**src/rtl/stl_pkg.sv**
```systemverilog
// ----------------------------------------------------------------------------
// stl_pkg
// Shared types, codes and character classes for the Smalltalk token lexer.
// ----------------------------------------------------------------------------
package stl_pkg;

  localparam int LINE_BITS_DEF   = 16;
  localparam int COL_BITS_DEF    = 16;
  localparam int OFFSET_BITS_DEF = 24;

  // bit 8 marks a byte as present in the lookahead
  typedef logic [8:0] lb_t;

  typedef struct packed {
    logic [7:0] c;
    lb_t        a;
    lb_t        b;
    lb_t        d;
    logic       fin;   // end of source: finish request
    logic       fl;    // part of a flush run
  } job_t;

  typedef enum logic [23:0] {
    M_IDLE    = 24'h000001,
    M_COMMENT = 24'h000002,
    M_CSKIP   = 24'h000004,
    M_STR     = 24'h000008,
    M_STRSKIP = 24'h000010,
    M_SYMSTR  = 24'h000020,
    M_SYMSKIP = 24'h000040,
    M_SYMQ    = 24'h000080,
    M_SYMID   = 24'h000100,
    M_SYMBIN  = 24'h000200,
    M_HPAREN  = 24'h000400,
    M_HBRACK  = 24'h000800,
    M_CHARLIT = 24'h001000,
    M_IDENT   = 24'h002000,
    M_KWCOLON = 24'h004000,
    M_ASSIGN2 = 24'h008000,
    M_BINARY  = 24'h010000,
    M_INT     = 24'h020000,
    M_R       = 24'h040000,
    M_RADIX   = 24'h080000,
    M_DOT     = 24'h100000,
    M_FRAC    = 24'h200000,
    M_EXPL    = 24'h400000,
    M_EXPD    = 24'h800000
  } mode_t;

  typedef enum logic [2:0] {
    ND_BYTE, ND_R, ND_DOT, ND_EXP, ND_CLOSE
  } nd_t;

  localparam logic [4:0] K_INT       = 5'd0;
  localparam logic [4:0] K_FLOAT     = 5'd1;
  localparam logic [4:0] K_STRING    = 5'd2;
  localparam logic [4:0] K_SYMBOL    = 5'd3;
  localparam logic [4:0] K_SYMARRAY  = 5'd4;
  localparam logic [4:0] K_BYTEARRAY = 5'd5;
  localparam logic [4:0] K_CHAR      = 5'd6;
  localparam logic [4:0] K_IDENT     = 5'd7;
  localparam logic [4:0] K_KEYWORD   = 5'd8;
  localparam logic [4:0] K_BINARY    = 5'd9;
  localparam logic [4:0] K_ASSIGN    = 5'd10;
  localparam logic [4:0] K_COLON     = 5'd11;
  localparam logic [4:0] K_CARET     = 5'd12;
  localparam logic [4:0] K_DOT       = 5'd13;
  localparam logic [4:0] K_SEMI      = 5'd14;
  localparam logic [4:0] K_LPAREN    = 5'd15;
  localparam logic [4:0] K_RPAREN    = 5'd16;
  localparam logic [4:0] K_LBRACK    = 5'd17;
  localparam logic [4:0] K_RBRACK    = 5'd18;
  localparam logic [4:0] K_LBRACE    = 5'd19;
  localparam logic [4:0] K_RBRACE    = 5'd20;
  localparam logic [4:0] K_BAR       = 5'd21;
  localparam logic [4:0] K_EOF       = 5'd22;

  localparam logic [1:0] E_NONE    = 2'd0;
  localparam logic [1:0] E_COMMENT = 2'd1;
  localparam logic [1:0] E_STRING  = 2'd2;
  localparam logic [1:0] E_CHAR    = 2'd3;

  localparam logic [7:0] CH_NL    = 8'h0A;
  localparam logic [7:0] CH_DQ    = 8'h22;
  localparam logic [7:0] CH_HASH  = 8'h23;
  localparam logic [7:0] CH_DOLL  = 8'h24;
  localparam logic [7:0] CH_SQ    = 8'h27;
  localparam logic [7:0] CH_LPAR  = 8'h28;
  localparam logic [7:0] CH_PLUS  = 8'h2B;
  localparam logic [7:0] CH_MINUS = 8'h2D;
  localparam logic [7:0] CH_DOT   = 8'h2E;
  localparam logic [7:0] CH_COLON = 8'h3A;
  localparam logic [7:0] CH_EQ    = 8'h3D;
  localparam logic [7:0] CH_LBRK  = 8'h5B;
  localparam logic [7:0] CH_BAR   = 8'h7C;
  localparam logic [7:0] CH_R     = 8'h72;

  function automatic logic eqc(lb_t x, logic [7:0] ch);
    return x[8] && (x[7:0] == ch);
  endfunction

  function automatic logic is_digit(lb_t x);
    return x[8] && (x[7:0] >= 8'h30) && (x[7:0] <= 8'h39);
  endfunction

  function automatic logic is_alpha(lb_t x);
    return x[8] && (((x[7:0] >= 8'h41) && (x[7:0] <= 8'h5A)) ||
                    ((x[7:0] >= 8'h61) && (x[7:0] <= 8'h7A)));
  endfunction

  function automatic logic id_start(lb_t x);
    return is_alpha(x) || eqc(x, 8'h5F);
  endfunction

  function automatic logic id_cont(lb_t x);
    return id_start(x) || is_digit(x);
  endfunction

  function automatic logic is_alnum(lb_t x);
    return is_alpha(x) || is_digit(x);
  endfunction

  function automatic logic is_exp(lb_t x);
    return eqc(x, 8'h65) || eqc(x, 8'h45) || eqc(x, 8'h64) || eqc(x, 8'h44);
  endfunction

  function automatic logic is_space(lb_t x);
    return eqc(x, 8'h20) || eqc(x, 8'h09) || eqc(x, 8'h0D) || eqc(x, CH_NL) ||
           eqc(x, 8'h0C) || eqc(x, 8'h0B);
  endfunction

  function automatic logic is_binary(lb_t x);
    return eqc(x, CH_PLUS) || eqc(x, CH_MINUS) || eqc(x, 8'h2A) || eqc(x, 8'h2F) ||
           eqc(x, 8'h7E) || eqc(x, 8'h3C) || eqc(x, 8'h3E) || eqc(x, CH_EQ) ||
           eqc(x, 8'h26) || eqc(x, CH_BAR) || eqc(x, 8'h40) || eqc(x, 8'h25) ||
           eqc(x, 8'h2C) || eqc(x, 8'h3F) || eqc(x, 8'h21) || eqc(x, 8'h5C);
  endfunction

  // {found, kind}
  function automatic logic [5:0] punct(logic [7:0] c);
    logic [5:0] r;
    unique case (c)
      8'h5E:   r = {1'b1, K_CARET};
      8'h2E:   r = {1'b1, K_DOT};
      8'h3B:   r = {1'b1, K_SEMI};
      8'h28:   r = {1'b1, K_LPAREN};
      8'h29:   r = {1'b1, K_RPAREN};
      8'h5B:   r = {1'b1, K_LBRACK};
      8'h5D:   r = {1'b1, K_RBRACK};
      8'h7B:   r = {1'b1, K_LBRACE};
      8'h7D:   r = {1'b1, K_RBRACE};
      default: r = 6'd0;
    endcase
    return r;
  endfunction

  function automatic nd_t nd_sel(lb_t a, lb_t b, lb_t d, logic rok);
    nd_t r;
    if (is_digit(a)) r = ND_BYTE;
    else if (rok && eqc(a, CH_R)) r = ND_R;
    else if (rok && eqc(a, CH_DOT) && is_digit(b)) r = ND_DOT;
    else if (is_exp(a) && (is_digit(b) ||
             ((eqc(b, CH_PLUS) || eqc(b, CH_MINUS)) && is_digit(d)))) r = ND_EXP;
    else r = ND_CLOSE;
    return r;
  endfunction

endpackage

```
**src/rtl/stl_front.sv**
```systemverilog
// ----------------------------------------------------------------------------
// stl_front
// Three-byte lookahead window; issues scan requests and the end-of-source
// flush sequence into the request queue.
// ----------------------------------------------------------------------------
module stl_front import stl_pkg::*; (
  input  logic       clk,
  input  logic       rst,
  input  logic       in_valid,
  output logic       in_stall,
  input  logic [7:0] char_in,
  input  logic       last_byte,
  output logic       push,
  output job_t       job,
  input  logic       q_full
);

  logic [7:0] win [3];
  logic [1:0] wcnt;
  logic [7:0] fbuf [4];
  logic [2:0] fn;
  logic [2:0] fi;
  logic       flushing;
  logic       acc;
  logic [2:0] fa, fb, fd;

  assign in_stall = flushing || q_full;
  assign acc      = in_valid && !in_stall;
  assign fa       = fi + 3'd1;
  assign fb       = fi + 3'd2;
  assign fd       = fi + 3'd3;

  always_comb begin
    job  = '0;
    push = 1'b0;
    if (flushing) begin
      push    = !q_full;
      job.fl  = 1'b1;
      job.fin = (fi == fn);
      job.c   = fbuf[fi[1:0]];
      job.a   = {(fa < fn), fbuf[fa[1:0]]};
      job.b   = {(fb < fn), fbuf[fb[1:0]]};
      job.d   = {(fd < fn), fbuf[fd[1:0]]};
    end else if (acc && !last_byte && (wcnt == 2'd3)) begin
      push  = 1'b1;
      job.c = win[0];
      job.a = {1'b1, win[1]};
      job.b = {1'b1, win[2]};
      job.d = {1'b1, char_in};
    end
  end

  always_ff @(posedge clk) begin
    if (rst) begin
      wcnt     <= 2'd0;
      flushing <= 1'b0;
      fi       <= 3'd0;
      fn       <= 3'd0;
    end else if (flushing) begin
      if (!q_full) begin
        fi <= fi + 3'd1;
        if (fi == fn) flushing <= 1'b0;
      end
    end else if (acc) begin
      if (last_byte) begin
        fbuf[0]        <= (wcnt == 2'd0) ? char_in : win[0];
        fbuf[1]        <= (wcnt == 2'd1) ? char_in : win[1];
        fbuf[2]        <= (wcnt == 2'd2) ? char_in : win[2];
        fbuf[3]        <= char_in;
        fn             <= {1'b0, wcnt} + 3'd1;
        fi             <= 3'd0;
        flushing       <= 1'b1;
        wcnt           <= 2'd0;
      end else if (wcnt == 2'd3) begin
        win[0] <= win[1];
        win[1] <= win[2];
        win[2] <= char_in;
      end else begin
        win[wcnt] <= char_in;
        wcnt      <= wcnt + 2'd1;
      end
    end
  end

endmodule

```
**src/rtl/stl_queue.sv**
```systemverilog
// ----------------------------------------------------------------------------
// stl_queue
// Two-entry request queue between the window front and the scanner.
// ----------------------------------------------------------------------------
module stl_queue import stl_pkg::*; (
  input  logic clk,
  input  logic rst,
  input  logic push,
  input  job_t din,
  input  logic pop,
  output job_t dout,
  output logic empty,
  output logic full
);

  job_t       mem [2];
  logic       wp;
  logic       rp;
  logic [1:0] cnt;

  assign empty = (cnt == 2'd0);
  assign full  = (cnt == 2'd2);
  assign dout  = mem[rp];

  always_ff @(posedge clk) begin
    if (push) mem[wp] <= din;
  end

  always_ff @(posedge clk) begin
    if (rst) begin
      wp  <= 1'b0;
      rp  <= 1'b0;
      cnt <= 2'd0;
    end else begin
      if (push) wp <= !wp;
      if (pop)  rp <= !rp;
      cnt <= cnt + {1'b0, push} - {1'b0, pop};
    end
  end

endmodule

```
**src/rtl/stl_back.sv**
```systemverilog
// ----------------------------------------------------------------------------
// stl_back
// Scanner: runs the lexer mode machine on one request per cycle while the
// output is not stalled, and holds the result in an output register.
// ----------------------------------------------------------------------------
module stl_back import stl_pkg::*; #(
  parameter int LINE_BITS   = LINE_BITS_DEF,
  parameter int COL_BITS    = COL_BITS_DEF,
  parameter int OFFSET_BITS = OFFSET_BITS_DEF
) (
  input  logic                   clk,
  input  logic                   rst,
  input  job_t                   job,
  input  logic                   q_empty,
  output logic                   pop,
  output logic                   out_valid,
  input  logic                   out_stall,
  output logic                   has_byte,
  output logic [7:0]             text_byte,
  output logic                   token_end,
  output logic [4:0]             kind,
  output logic [LINE_BITS-1:0]   tok_line,
  output logic [COL_BITS-1:0]    tok_col,
  output logic [OFFSET_BITS-1:0] start_offset,
  output logic [1:0]             error_code,
  output logic                   last_of_run
);

  mode_t                  mode, mode_next;
  logic                   flt, flt_next;
  logic [LINE_BITS-1:0]   line, line_next, ts_line, ts_line_next;
  logic [COL_BITS-1:0]    col, col_next, ts_col, ts_col_next;
  logic [OFFSET_BITS-1:0] off, off_next, ts_off, ts_off_next;
  logic                   err, err_next;

  lb_t        c, a, b, d;
  logic       tb, tc, tc_has, raise, adv, do_nd, rok;
  logic [4:0] tc_kind;
  nd_t        nd;
  logic [5:0] pk;
  logic [1:0] e_code;
  logic [LINE_BITS-1:0]   e_line;
  logic [COL_BITS-1:0]    e_col;
  logic [OFFSET_BITS-1:0] e_off;

  logic                   r_v, r_has, r_end, r_last;
  logic [7:0]             r_byte;
  logic [4:0]             r_kind;
  logic [1:0]             r_err;
  logic [LINE_BITS-1:0]   r_line;
  logic [COL_BITS-1:0]    r_col;
  logic [OFFSET_BITS-1:0] r_off;

  assign pop = !q_empty && (!out_valid || !out_stall);
  assign c   = {1'b1, job.c};
  assign a   = job.a;
  assign b   = job.b;
  assign d   = job.d;
  assign pk  = punct(job.c);

  always_comb begin
    mode_next    = mode;
    flt_next     = flt;
    line_next    = line;
    col_next     = col;
    off_next     = off;
    ts_line_next = ts_line;
    ts_col_next  = ts_col;
    ts_off_next  = ts_off;
    err_next     = err;
    tb = 1'b0; tc = 1'b0; tc_has = 1'b1; tc_kind = K_INT;
    raise = 1'b0; adv = 1'b0; do_nd = 1'b0; rok = 1'b1;
    e_code = E_NONE; e_line = line; e_col = col; e_off = off;
    nd = nd_sel(a, b, d, rok);
    r_v = 1'b0; r_has = 1'b0; r_byte = 8'd0; r_end = 1'b0; r_kind = K_INT;
    r_err = E_NONE; r_line = ts_line; r_col = ts_col; r_off = ts_off;
    r_last = 1'b1;

    if (job.fin) begin
      if (!err) begin
        r_v = 1'b1;
        if (mode == M_COMMENT || mode == M_CSKIP) begin
          r_err = E_COMMENT;
        end else if (mode == M_STR || mode == M_STRSKIP) begin
          r_err = E_STRING;
        end else if (mode == M_SYMSTR || mode == M_SYMSKIP || mode == M_SYMQ) begin
          r_err = E_STRING;
          r_col = (&ts_col) ? ts_col : ts_col + COL_BITS'(1);
          r_off = (&ts_off) ? ts_off : ts_off + OFFSET_BITS'(1);
        end else begin
          r_end  = 1'b1;
          r_kind = K_EOF;
          r_line = line;
          r_col  = col;
          r_off  = off;
        end
      end
      mode_next    = M_IDLE;
      flt_next     = 1'b0;
      line_next    = LINE_BITS'(1);
      col_next     = COL_BITS'(1);
      off_next     = '0;
      ts_line_next = '0;
      ts_col_next  = '0;
      ts_off_next  = '0;
      err_next     = 1'b0;
    end else if (!err) begin
      adv = 1'b1;
      unique case (mode)
        M_IDLE: begin
          if (!is_space(c)) begin
            ts_line_next = line;
            ts_col_next  = col;
            ts_off_next  = off;
            if (eqc(c, CH_DQ)) begin
              mode_next = M_COMMENT;
            end else if (is_digit(c) || (eqc(c, CH_MINUS) && is_digit(a))) begin
              flt_next  = 1'b0;
              mode_next = M_INT;
              do_nd     = 1'b1;
            end else if (eqc(c, CH_SQ)) begin
              mode_next = M_STR;
            end else if (eqc(c, CH_HASH)) begin
              if (eqc(a, CH_LPAR)) begin
                tb = 1'b1; mode_next = M_HPAREN;
              end else if (eqc(a, CH_LBRK)) begin
                tb = 1'b1; mode_next = M_HBRACK;
              end else if (eqc(a, CH_SQ)) begin
                mode_next = M_SYMQ;
              end else if (id_start(a)) begin
                mode_next = M_SYMID;
              end else if (is_binary(a)) begin
                mode_next = M_SYMBIN;
              end else begin
                tc = 1'b1; tc_has = 1'b0; tc_kind = K_SYMBOL;
              end
            end else if (eqc(c, CH_DOLL)) begin
              if (!a[8]) begin
                tc = 1'b1; tc_has = 1'b0; tc_kind = K_CHAR;
              end else begin
                mode_next = M_CHARLIT;
              end
            end else if (id_start(c)) begin
              mode_next = M_IDENT;
              if (id_cont(a)) begin
                tb = 1'b1;
              end else if (eqc(a, CH_COLON) && !eqc(b, CH_EQ)) begin
                tb = 1'b1; mode_next = M_KWCOLON;
              end else begin
                tc = 1'b1; tc_kind = K_IDENT;
              end
            end else if (eqc(c, CH_COLON)) begin
              if (eqc(a, CH_EQ)) begin
                tb = 1'b1; mode_next = M_ASSIGN2;
              end else begin
                tc = 1'b1; tc_kind = K_COLON;
              end
            end else if (pk[5]) begin
              tc = 1'b1; tc_kind = pk[4:0];
            end else if (eqc(c, CH_BAR) && !is_binary(a)) begin
              tc = 1'b1; tc_kind = K_BAR;
            end else if (is_binary(c)) begin
              mode_next = M_BINARY;
              if (is_binary(a)) tb = 1'b1;
              else begin
                tc = 1'b1; tc_kind = K_BINARY;
              end
            end else begin
              raise  = 1'b1;
              adv    = 1'b0;
              e_code = E_CHAR;
            end
          end
        end
        M_COMMENT: begin
          if (eqc(c, CH_DQ)) mode_next = eqc(a, CH_DQ) ? M_CSKIP : M_IDLE;
        end
        M_CSKIP: mode_next = M_COMMENT;
        M_STR, M_SYMSTR: begin
          if (eqc(c, CH_SQ)) begin
            if (eqc(a, CH_SQ)) begin
              tb        = 1'b1;
              mode_next = (mode == M_STR) ? M_STRSKIP : M_SYMSKIP;
            end else begin
              tc = 1'b1; tc_has = 1'b0;
              tc_kind = (mode == M_STR) ? K_STRING : K_SYMBOL;
            end
          end else begin
            tb = 1'b1;
          end
        end
        M_STRSKIP: mode_next = M_STR;
        M_SYMSKIP, M_SYMQ: mode_next = M_SYMSTR;
        M_SYMID: begin
          if (id_cont(a) || eqc(a, CH_COLON)) tb = 1'b1;
          else begin
            tc = 1'b1; tc_kind = K_SYMBOL;
          end
        end
        M_SYMBIN: begin
          if (is_binary(a)) tb = 1'b1;
          else begin
            tc = 1'b1; tc_kind = K_SYMBOL;
          end
        end
        M_BINARY: begin
          if (is_binary(a)) tb = 1'b1;
          else begin
            tc = 1'b1; tc_kind = K_BINARY;
          end
        end
        M_HPAREN: begin
          tc = 1'b1; tc_kind = K_SYMARRAY;
        end
        M_HBRACK: begin
          tc = 1'b1; tc_kind = K_BYTEARRAY;
        end
        M_CHARLIT: begin
          tc = 1'b1; tc_kind = K_CHAR;
        end
        M_ASSIGN2: begin
          tc = 1'b1; tc_kind = K_ASSIGN;
        end
        M_KWCOLON: begin
          tc = 1'b1; tc_kind = K_KEYWORD;
        end
        M_IDENT: begin
          if (id_cont(a)) tb = 1'b1;
          else if (eqc(a, CH_COLON) && !eqc(b, CH_EQ)) begin
            tb = 1'b1; mode_next = M_KWCOLON;
          end else begin
            tc = 1'b1; tc_kind = K_IDENT;
          end
        end
        M_INT: do_nd = 1'b1;
        M_FRAC: begin
          do_nd = 1'b1;
          rok   = 1'b0;
          nd    = nd_sel(a, b, d, rok);
        end
        M_R: begin
          if (eqc(a, CH_MINUS) || is_alnum(a)) begin
            tb = 1'b1; mode_next = M_RADIX;
          end else begin
            tc = 1'b1; tc_kind = K_INT;
          end
        end
        M_RADIX: begin
          if (is_alnum(a)) tb = 1'b1;
          else begin
            tc = 1'b1; tc_kind = K_INT;
          end
        end
        M_DOT: begin
          tb = 1'b1; flt_next = 1'b1; mode_next = M_FRAC;
        end
        M_EXPL: begin
          tb = 1'b1; flt_next = 1'b1; mode_next = M_EXPD;
        end
        M_EXPD: begin
          if (is_digit(a)) tb = 1'b1;
          else begin
            tc = 1'b1; tc_kind = K_FLOAT;
          end
        end
        default: mode_next = M_IDLE;
      endcase

      if (do_nd) begin
        unique case (nd)
          ND_BYTE:  tb = 1'b1;
          ND_R:     begin tb = 1'b1; mode_next = M_R;    end
          ND_DOT:   begin tb = 1'b1; mode_next = M_DOT;  end
          ND_EXP:   begin tb = 1'b1; mode_next = M_EXPL; end
          default:  begin
            tc = 1'b1; tc_kind = flt_next ? K_FLOAT : K_INT;
          end
        endcase
      end

      if (tc) mode_next = M_IDLE;

      if (adv) begin
        off_next = (&off) ? off : off + OFFSET_BITS'(1);
        if (eqc(c, CH_NL)) begin
          line_next = (&line) ? line : line + LINE_BITS'(1);
          col_next  = COL_BITS'(1);
        end else begin
          col_next = (&col) ? col : col + COL_BITS'(1);
        end
      end

      r_line = ts_line_next;
      r_col  = ts_col_next;
      r_off  = ts_off_next;
      if (raise) begin
        r_v       = 1'b1;
        r_err     = e_code;
        r_line    = e_line;
        r_col     = e_col;
        r_off     = e_off;
        err_next  = 1'b1;
        mode_next = M_IDLE;
      end else if (tc) begin
        r_v    = 1'b1;
        r_end  = 1'b1;
        r_kind = tc_kind;
        r_has  = tc_has;
        r_byte = tc_has ? job.c : 8'd0;
      end else if (tb) begin
        r_v    = 1'b1;
        r_has  = 1'b1;
        r_byte = job.c;
      end
      r_last = !job.fl || raise;
    end
  end

  always_ff @(posedge clk) begin
    if (rst) begin
      mode    <= M_IDLE;
      flt     <= 1'b0;
      line    <= LINE_BITS'(1);
      col     <= COL_BITS'(1);
      off     <= '0;
      ts_line <= '0;
      ts_col  <= '0;
      ts_off  <= '0;
      err     <= 1'b0;
      out_valid <= 1'b0;
    end else begin
      if (pop) begin
        mode    <= mode_next;
        flt     <= flt_next;
        line    <= line_next;
        col     <= col_next;
        off     <= off_next;
        ts_line <= ts_line_next;
        ts_col  <= ts_col_next;
        ts_off  <= ts_off_next;
        err     <= err_next;
        out_valid <= r_v;
      end else if (!out_stall) begin
        out_valid <= 1'b0;
      end
    end
  end

  always_ff @(posedge clk) begin
    if (pop && r_v) begin
      has_byte     <= r_has;
      text_byte    <= r_byte;
      token_end    <= r_end;
      kind         <= r_kind;
      tok_line     <= r_line;
      tok_col      <= r_col;
      start_offset <= r_off;
      error_code   <= r_err;
      last_of_run  <= r_last;
    end
  end

endmodule

```
**src/rtl/smalltalk_token_lexer.sv**
```systemverilog
// ----------------------------------------------------------------------------
// smalltalk_token_lexer
// Results: a byte's request is queued when the byte completing its three-byte
// lookahead is accepted, and its result is registered when the scanner pops
// the request, which output stalls can delay. Throughput: one byte per cycle
// while the queue has room; the last byte of a source holds the input while
// the window is flushed and the end request is issued, one scan per cycle.
// Reset: synchronous; window empty, counters at line 1 column 1 offset 0.
// ----------------------------------------------------------------------------
module smalltalk_token_lexer import stl_pkg::*; #(
  parameter int LINE_BITS   = LINE_BITS_DEF,
  parameter int COL_BITS    = COL_BITS_DEF,
  parameter int OFFSET_BITS = OFFSET_BITS_DEF
) (
  input  logic                   clk,
  input  logic                   rst,
  input  logic                   in_valid,
  output logic                   in_stall,
  input  logic [7:0]             char_in,
  input  logic                   last_byte,
  output logic                   out_valid,
  input  logic                   out_stall,
  output logic                   has_byte,
  output logic [7:0]             text_byte,
  output logic                   token_end,
  output logic [4:0]             kind,
  output logic [LINE_BITS-1:0]   tok_line,
  output logic [COL_BITS-1:0]    tok_col,
  output logic [OFFSET_BITS-1:0] start_offset,
  output logic [1:0]             error_code,
  output logic                   last_of_run
);

  logic push, pop, q_full, q_empty;
  job_t job_in, job_out;

  stl_front u_front (
    .clk, .rst, .in_valid, .in_stall, .char_in, .last_byte,
    .push, .job(job_in), .q_full
  );

  stl_queue u_queue (
    .clk, .rst, .push, .din(job_in), .pop, .dout(job_out),
    .empty(q_empty), .full(q_full)
  );

  stl_back #(
    .LINE_BITS(LINE_BITS), .COL_BITS(COL_BITS), .OFFSET_BITS(OFFSET_BITS)
  ) u_back (
    .clk, .rst, .job(job_out), .q_empty, .pop, .out_valid, .out_stall,
    .has_byte, .text_byte, .token_end, .kind, .tok_line, .tok_col,
    .start_offset, .error_code, .last_of_run
  );

  a_no_push_full: assert property (@(posedge clk) disable iff (rst)
    q_full |-> !push || pop)
    else $error("request pushed into full queue");

  a_err_clean: assert property (@(posedge clk) disable iff (rst)
    out_valid && error_code != E_NONE |-> !token_end && !has_byte && last_of_run)
    else $error("error result carries token data");

  a_result_nonempty: assert property (@(posedge clk) disable iff (rst)
    out_valid && !has_byte && !token_end |-> error_code != E_NONE)
    else $error("empty result emitted");

endmodule
```
**config.mk**
```make
export PLATFORM = sky130hd
export DESIGN_NAME = smalltalk_token_lexer
export DESIGN_NICKNAME = d
export VERILOG_FILES = /design/src/rtl/stl_pkg.sv /design/src/rtl/stl_front.sv /design/src/rtl/stl_queue.sv /design/src/rtl/stl_back.sv /design/src/rtl/smalltalk_token_lexer.sv
export SDC_FILE = /design/constraint.sdc
export NUM_CORES = 1
export LEC_CHECK = 0
export BUFFER_PORTS_ARGS = -buffer_cell sky130_fd_sc_hd__buf_4
export CORE_MARGIN = 2
export CORE_UTILIZATION = 30
export CTS_CLUSTER_SIZE = 16
export DETAILED_ROUTE_END_ITERATION = 8
export PLACE_DENSITY = 0.53
export REMOVE_ABC_BUFFERS = 1
export SLEW_MARGIN = 40
export SYNTH_ARGS = -nofsm -noshare
export SYNTH_HDL_FRONTEND = slang
export SYNTH_SLANG_ARGS = --single-unit
```
**constraint.sdc**
```tcl
create_clock -name clk -period 20.7 [get_ports clk]
set_clock_uncertainty 0.15 [all_clocks]
set_input_delay 0 -clock clk [delete_from_list [all_inputs] [get_ports clk]]
set_output_delay 0 -clock clk [all_outputs]
set_load 0.05 [all_outputs]
```
==> Word-level counts from Yosys, hierarchy flattened <==
Memory sizes are Yosys's and may differ from the RTL's. A register that Yosys moved wholly into a read port is not among the register bits.
Cells that the tools add are included.
{ "totals": {"mem_bits_rw": 130, "memories": 3, "out_inout_bits": 76, "inputBits": 13, "elab_cells": 650, "reg_bits": 226} }
{ "memory_table": {"columns": ["memory", "words", "word_bits", "rd", "rd_ports_with_merged_regs", "wr", "line", "text"], "rows": [
  ["u_queue.mem", 2, 37, 1, 1, 1, "stl_queue.sv:16", "job_t mem [2];"],
  ["u_front.fbuf", 4, 8, 4, 1, 4, "stl_front.sv:20", "logic [7:0] fbuf [4];"],
  ["u_front.win", 3, 8, 3, 0, 3, "stl_front.sv:18", "logic [7:0] win [3];"]
]} }
{ "op_classes": {"n_mux": 331, "magnitude_cmp": 19, "n_reduce_logical": 151, "n_eq_ne": 107, "add_sub_neg": 12, "bitwise": 1} }
{ "ops": {"columns": ["op", "n"], "rows": [
  ["$mux 24", 46],
  ["$mux 16", 33],
  ["$eq 8x6->1 const B", 42],
  ["$pmux 24 s11", 1],
  ["$eq 8x7->1 const B", 21],
  ["$mux 1", 160],
  ["$mux 5", 27],
  ["$pmux 24 s3", 1],
  ["$mux 35", 2],
  ["$pmux 5 s12", 1],
  ["$logic_or 1x1->1", 56],
  ["$mux 8", 7],
  ["$logic_and 1x1->1", 54],
  ["$mux 2", 27],
  ["$pmux 6 s9", 1],
  ["$add 16x1->16 const B", 3],
  ["$add 24x1->24 const B", 2],
  ["$mux 3", 16],
  ["$reduce_and 16->1", 3],
  ["$reduce_and 24->1", 2],
  ["$eq 8x4->1 const B", 5],
  ["$ge 8x6->1 const B", 4],
  ["$ge 8x7->1 const B", 4],
  ["$le 8x6->1 const B", 4],
  ["60 further kinds", 99]
]} }

==> Longest topological paths before layout <==
{ "logic_depth": {"depth_word": 40, "ltp_mapped": 15, "depth_no_buf": 10} }

==> Modules after synthesis <==
From an unflattened synthesis, not the netlist that was laid out.
{ "unflattened": {"cells_unflattened": 2123, "hier_area_um2": 20408.3} }
{ "by_module_without_submodules": {"columns": ["mod", "cells_each", "area_per_inst_um2", "instances", "seq_area_each_um2"], "rows": [
  ["stl_back", 1692, 13397.8, 1, 5004.8],
  ["stl_front", 295, 3971.3, 1, 1901.8],
  ["stl_queue", 136, 3039.2, 1, 2322.2]
]} }

==> Worst setup path after synthesis <==
Ideal clock, no wire load.
{ "synth_timing": {"path_type": "register -> register", "start": "register (tool-made name)", "end": "register u_back.error_code[0], enable pin", "setup_time_ns": 0.617, "t_arrival_ns": 8.137, "synth_period_minus_slack_ns": 8.904, "stages_incl_launch_ff": 15, "setup_slack_ns": 11.796, "required_ns": 19.934, "n_path_buf": 5, "cell_sequence": "dfxtp_1 -> buf_4 -> buf_4 -> buf_4 -> buf_4 -> buf_4 -> or3b_2 -> a22oi_1 -> nand3_1 -> o2111a_1 -> o21bai_1 -> o311ai_0 -> nand3_1 -> nor2_1 -> a211oi_1"} }
{ "synth_rtl": {"columns": ["element", "line", "text"], "rows": [
  ["end signal: assignment", "stl_back.sv:358", "error_code <= r_err;"],
  ["end: declaration", "stl_back.sv:25", "output logic [1:0] error_code,"]
]} }

==> flow_metrics.tcl <==
set metrics [dict create \
    grt_antenna_before_repair 0 \
    worst_pin_slew_ps 858 \
    synthCells 2076 \
    vdd_drop_max_mv 0.0683 \
    wl_per_cell_um 21.3 \
    nets 2158 \
    holdWs_ps 54.1 \
    totalNegativeSetupSlack_ps 0 \
    clk_pin_slew_worst_paths_ps 60 \
    final_core_util_pct 35.4 \
    grt_pass1_vias 16321 \
    synth_compound_area_share_pct 17.9 \
    synth-simple-area-share_pct 22.2 \
    cts_made_buffers 43 \
    drt_iter0_drc 1797 \
    dpl.cell_count 2929 \
    synth_edf_count 202 \
    synthXorXnorAreaFrac_pct 1.70 \
    endpoint_kind "flop" \
    crit_fanout 60 \
    die-height_um 263 \
    p_per_area_mw_per_mm2 117 \
    syn_area_per_cell_um2 9.67 \
    core-area_mm2 0.0660 \
    cts_max_level 2 \
    status "completed" \
    synth-adder-area-share_pct 1.31 \
    cts_sinks 357 \
    dp_hpwl_mm 45.9 \
    synth_cell_types 90 \
    firstDrtPassIters 5 \
    place_congestion 0.954 \
    diodes 0 \
    ios 89 \
    routed_wl_mm 64.3 \
    grt_overflow 0 \
    fmax_mhz 182 \
    die_x_um 263 \
    via_count 17316 \
    hp-class "in -> reg" \
    clock_latency_ps 580 \
    cts_tree "built" \
    final_max_slew_viol_count 0 \
    antenna_left 0 \
    ys_seq_area_share_pct 45.7 \
    grt_usage_pct 18.1 \
    synth_top_family_by_area "simple AND/OR/NAND/NOR gates" \
    async_flop_share_pct 0 \
    cap_violations 0 \
    crit_arrival_ps 5570 \
    synthFlopType "edfxtp_1" \
    yosysWarnings 0 \
    drc_errors 0 \
    setup_viol 0 \
    grt_max_degree 61 \
    hold_viol_final 0 \
    instances_no_fill 3023 \
    fillerInstances 6544 \
    r2r_setup_slack_ps 15200 \
    start_util_pct 30.4 \
    area_growth_pct 16.4 \
    post_cts_buffers 0 \
    cp-start-kind "flop" \
    via_per_inst 5.73 \
    grt_pass1_wl_mm 99.2 \
    clockBufferDepth 3 \
    dieArea_mm2 0.0690 \
    min_period_ps 5500 \
    synth-seq-cells 357 \
    synthMuxAreaShare_pct 7.70 \
    synth_area_mm2 0.0201 \
    crit_required_ps 20760 \
    drive_above_1_share_pct 15.7 \
    slew_headroom_pct 42.0 \
    rsz0062_at_grt "false" \
    port_buffers 88 \
    p_leak_nw 7.90 \
    min_period_over_period_pct 26.6 \
    cts-root-buf "clkbuf_16" \
    row_count 94 \
    critical_path_class "reg -> reg" \
]
[where the power goes]
| group | internal (mW) | switching, mW |
|---|---|---|
| registers | 0.882 | 0.0636 |
| clock network | 0.488 | 0.320 |
| logic | 0.273 | 0.718 |
[cell usage in the layout, fill, tap and decap left out, drive strengths merged, types with 11 or more instances in the layout]
cell type    Yosys  routed
buf             30     124
mux2i           33      33
or2             12      12
inv             36      41
a21o            14      14
nor3b           13      13
ha              21      21
nand3           69      69
a211oi          16      16
clkbuf         105      56
a22o            36      36
o21ai           92      92
clkinv           1      11
nor2b           20      20
nand4           37      37
o32ai           11      11
mux4            31      31
nand2          191     191
mux2            46      46
nor2           235     235
a31oi           26      26
dlygate4sd3      0      14
and2            22      22
nor4            56      56
xnor2           31      31
a21oi           96      96
o22ai           13      13
nor3            64      64
edfxtp         202     202
or4             13      13
o221ai          15      15
dfxtp          155     155
or3             24      24
nand3b          14      14
nand2b          24      24
a22oi           74      74
and3            31      31
[synthesized netlist by cell type (24+ instances only)]
cell type / number / share of area [%]
nor2_1: 235 / 4.4
edfxtp_1: 202 / 30
nand2_1: 191 / 3.6
dfxtp_1: 155 / 15
clkbuf_1: 105 / 2.0
a21oi_1: 96 / 2.4
o21ai_0: 88 / 2.2
a22oi_1: 74 / 2.8
nand3_1: 69 / 1.7
nor3_1: 63 / 1.6
nor4_1: 50 / 1.6
mux2_2: 46 / 2.6
nand4_1: 37 / 1.2
a22o_1: 36 / 1.6
inv_1: 36 / 0.67
mux2i_1: 33 / 1.6
and3_1: 31 / 0.97
mux4_2: 31 / 3.5
xnor2_1: 31 / 1.4
a31oi_1: 26 / 0.81
nand2b_1: 24 / 0.75
or3_1: 24 / 0.75
[sequential cells by signal, summed over array words and instances (netlist names), 2 cells and up, named ones only]
name and count:
u_front.fbuf 32, u_back.mode 24, u_queue.cnt 2, u_back.text_byte 8, u_back.e_line 16, u_back.ts_col 16
u_back.e_off 24, u_front.fi 3, u_front.wcnt 2, u_back.tok_line 16, u_back.kind 5, u_front.win 24
u_front.fn 3, u_back.col 16, u_back.tok_col 16, u_back.start_offset 24, u_back.ts_line 16, u_back.ts_off 24
u_queue.mem 72, u_back.error_code 2
[worst max-delay path: stages (launching register included)]
cell	delay [ps]
dfxtp_4	690
buf_12	300
mux2i_1	440
o21ai_1	130
buf_4	220
nor3_2	660
a21oi_1	330
a41oi_1	520
a31o_2	300
nor2_1	130
a211oi_4	590
buf_6	520
[layout make-up]
cell class | count | area, µm² | share of cell area [%]
clock buffer | 56 | 1150 | 4.94
clock inverter | 24 | 355 | 1.52
inverter | 37 | 139 | 0.595
multi-input combinational | 1547 | 10400 | 44.4
sequential | 357 | 9170 | 39.3
tap | 864 | 1080 | 4.63
timing repair buffer | 138 | 1090 | 4.69
[metal layers]
metal	up-vias	wire [µm]	share of wire [%]	global-route usage (%)
met5	-	0	0	0
met1	8531	29300	46	25.2
met4	0	1640	2.6	5.75
li1	8069	-	-	-
met3	85	3750	5.8	2.53
met2	631	29500	46	28.8
[what timing repair did]
| action | 4_1_cts | 5_1_grt |
|---|---|---|
| resized for setup | 0 | 0 |
| hold buffers | 14 | 0 |
| hold endpoints to repair | 116 | 0 |
[kinds of logic (layout without fill, tap and decap cells)]
group | after synthesis | after routing
buffers and inverters | 172 | 255
adders and majority gates | 21 | 21
xor gates and xnor gates | 39 | 39
DFF | 357 | 357
and+or+nand+nor | 867 | 867
AOI/OAI and AO/OA | 510 | 510
muxes | 110 | 110
[path summary, 6_finish.rpt]
check,end,cells past startpoint,startpoint
setup / recovery,u_back.error_code[0]$_DFFE_PP_,11,flop
hold / removal,u_front.win[2][0]$_DFFE_PP_,2,char_in[0]
setup reg to reg,u_back.error_code[0]$_DFFE_PP_,11,flop
hold reg to reg,u_back.ts_line[1]$_SDFFE_PP0P_,2,u_back.ts_line[1]$_SDFFE_PP0P_
[per-stage QoR]
step | setup slack, ps | power (mW) | cell area (µm²)
CTS | 14900 | 2.77 | 23300
global placement | 14760 | 1.93 | 21600
finish | 15200 | 2.74 | 23400
floorplan | 10260 | 1.60 | 19500
global route | 14990 | 2.86 | 23400
detailed placement | 14940 | 1.95 | 21700
Power figures use the tool's default switching activity.
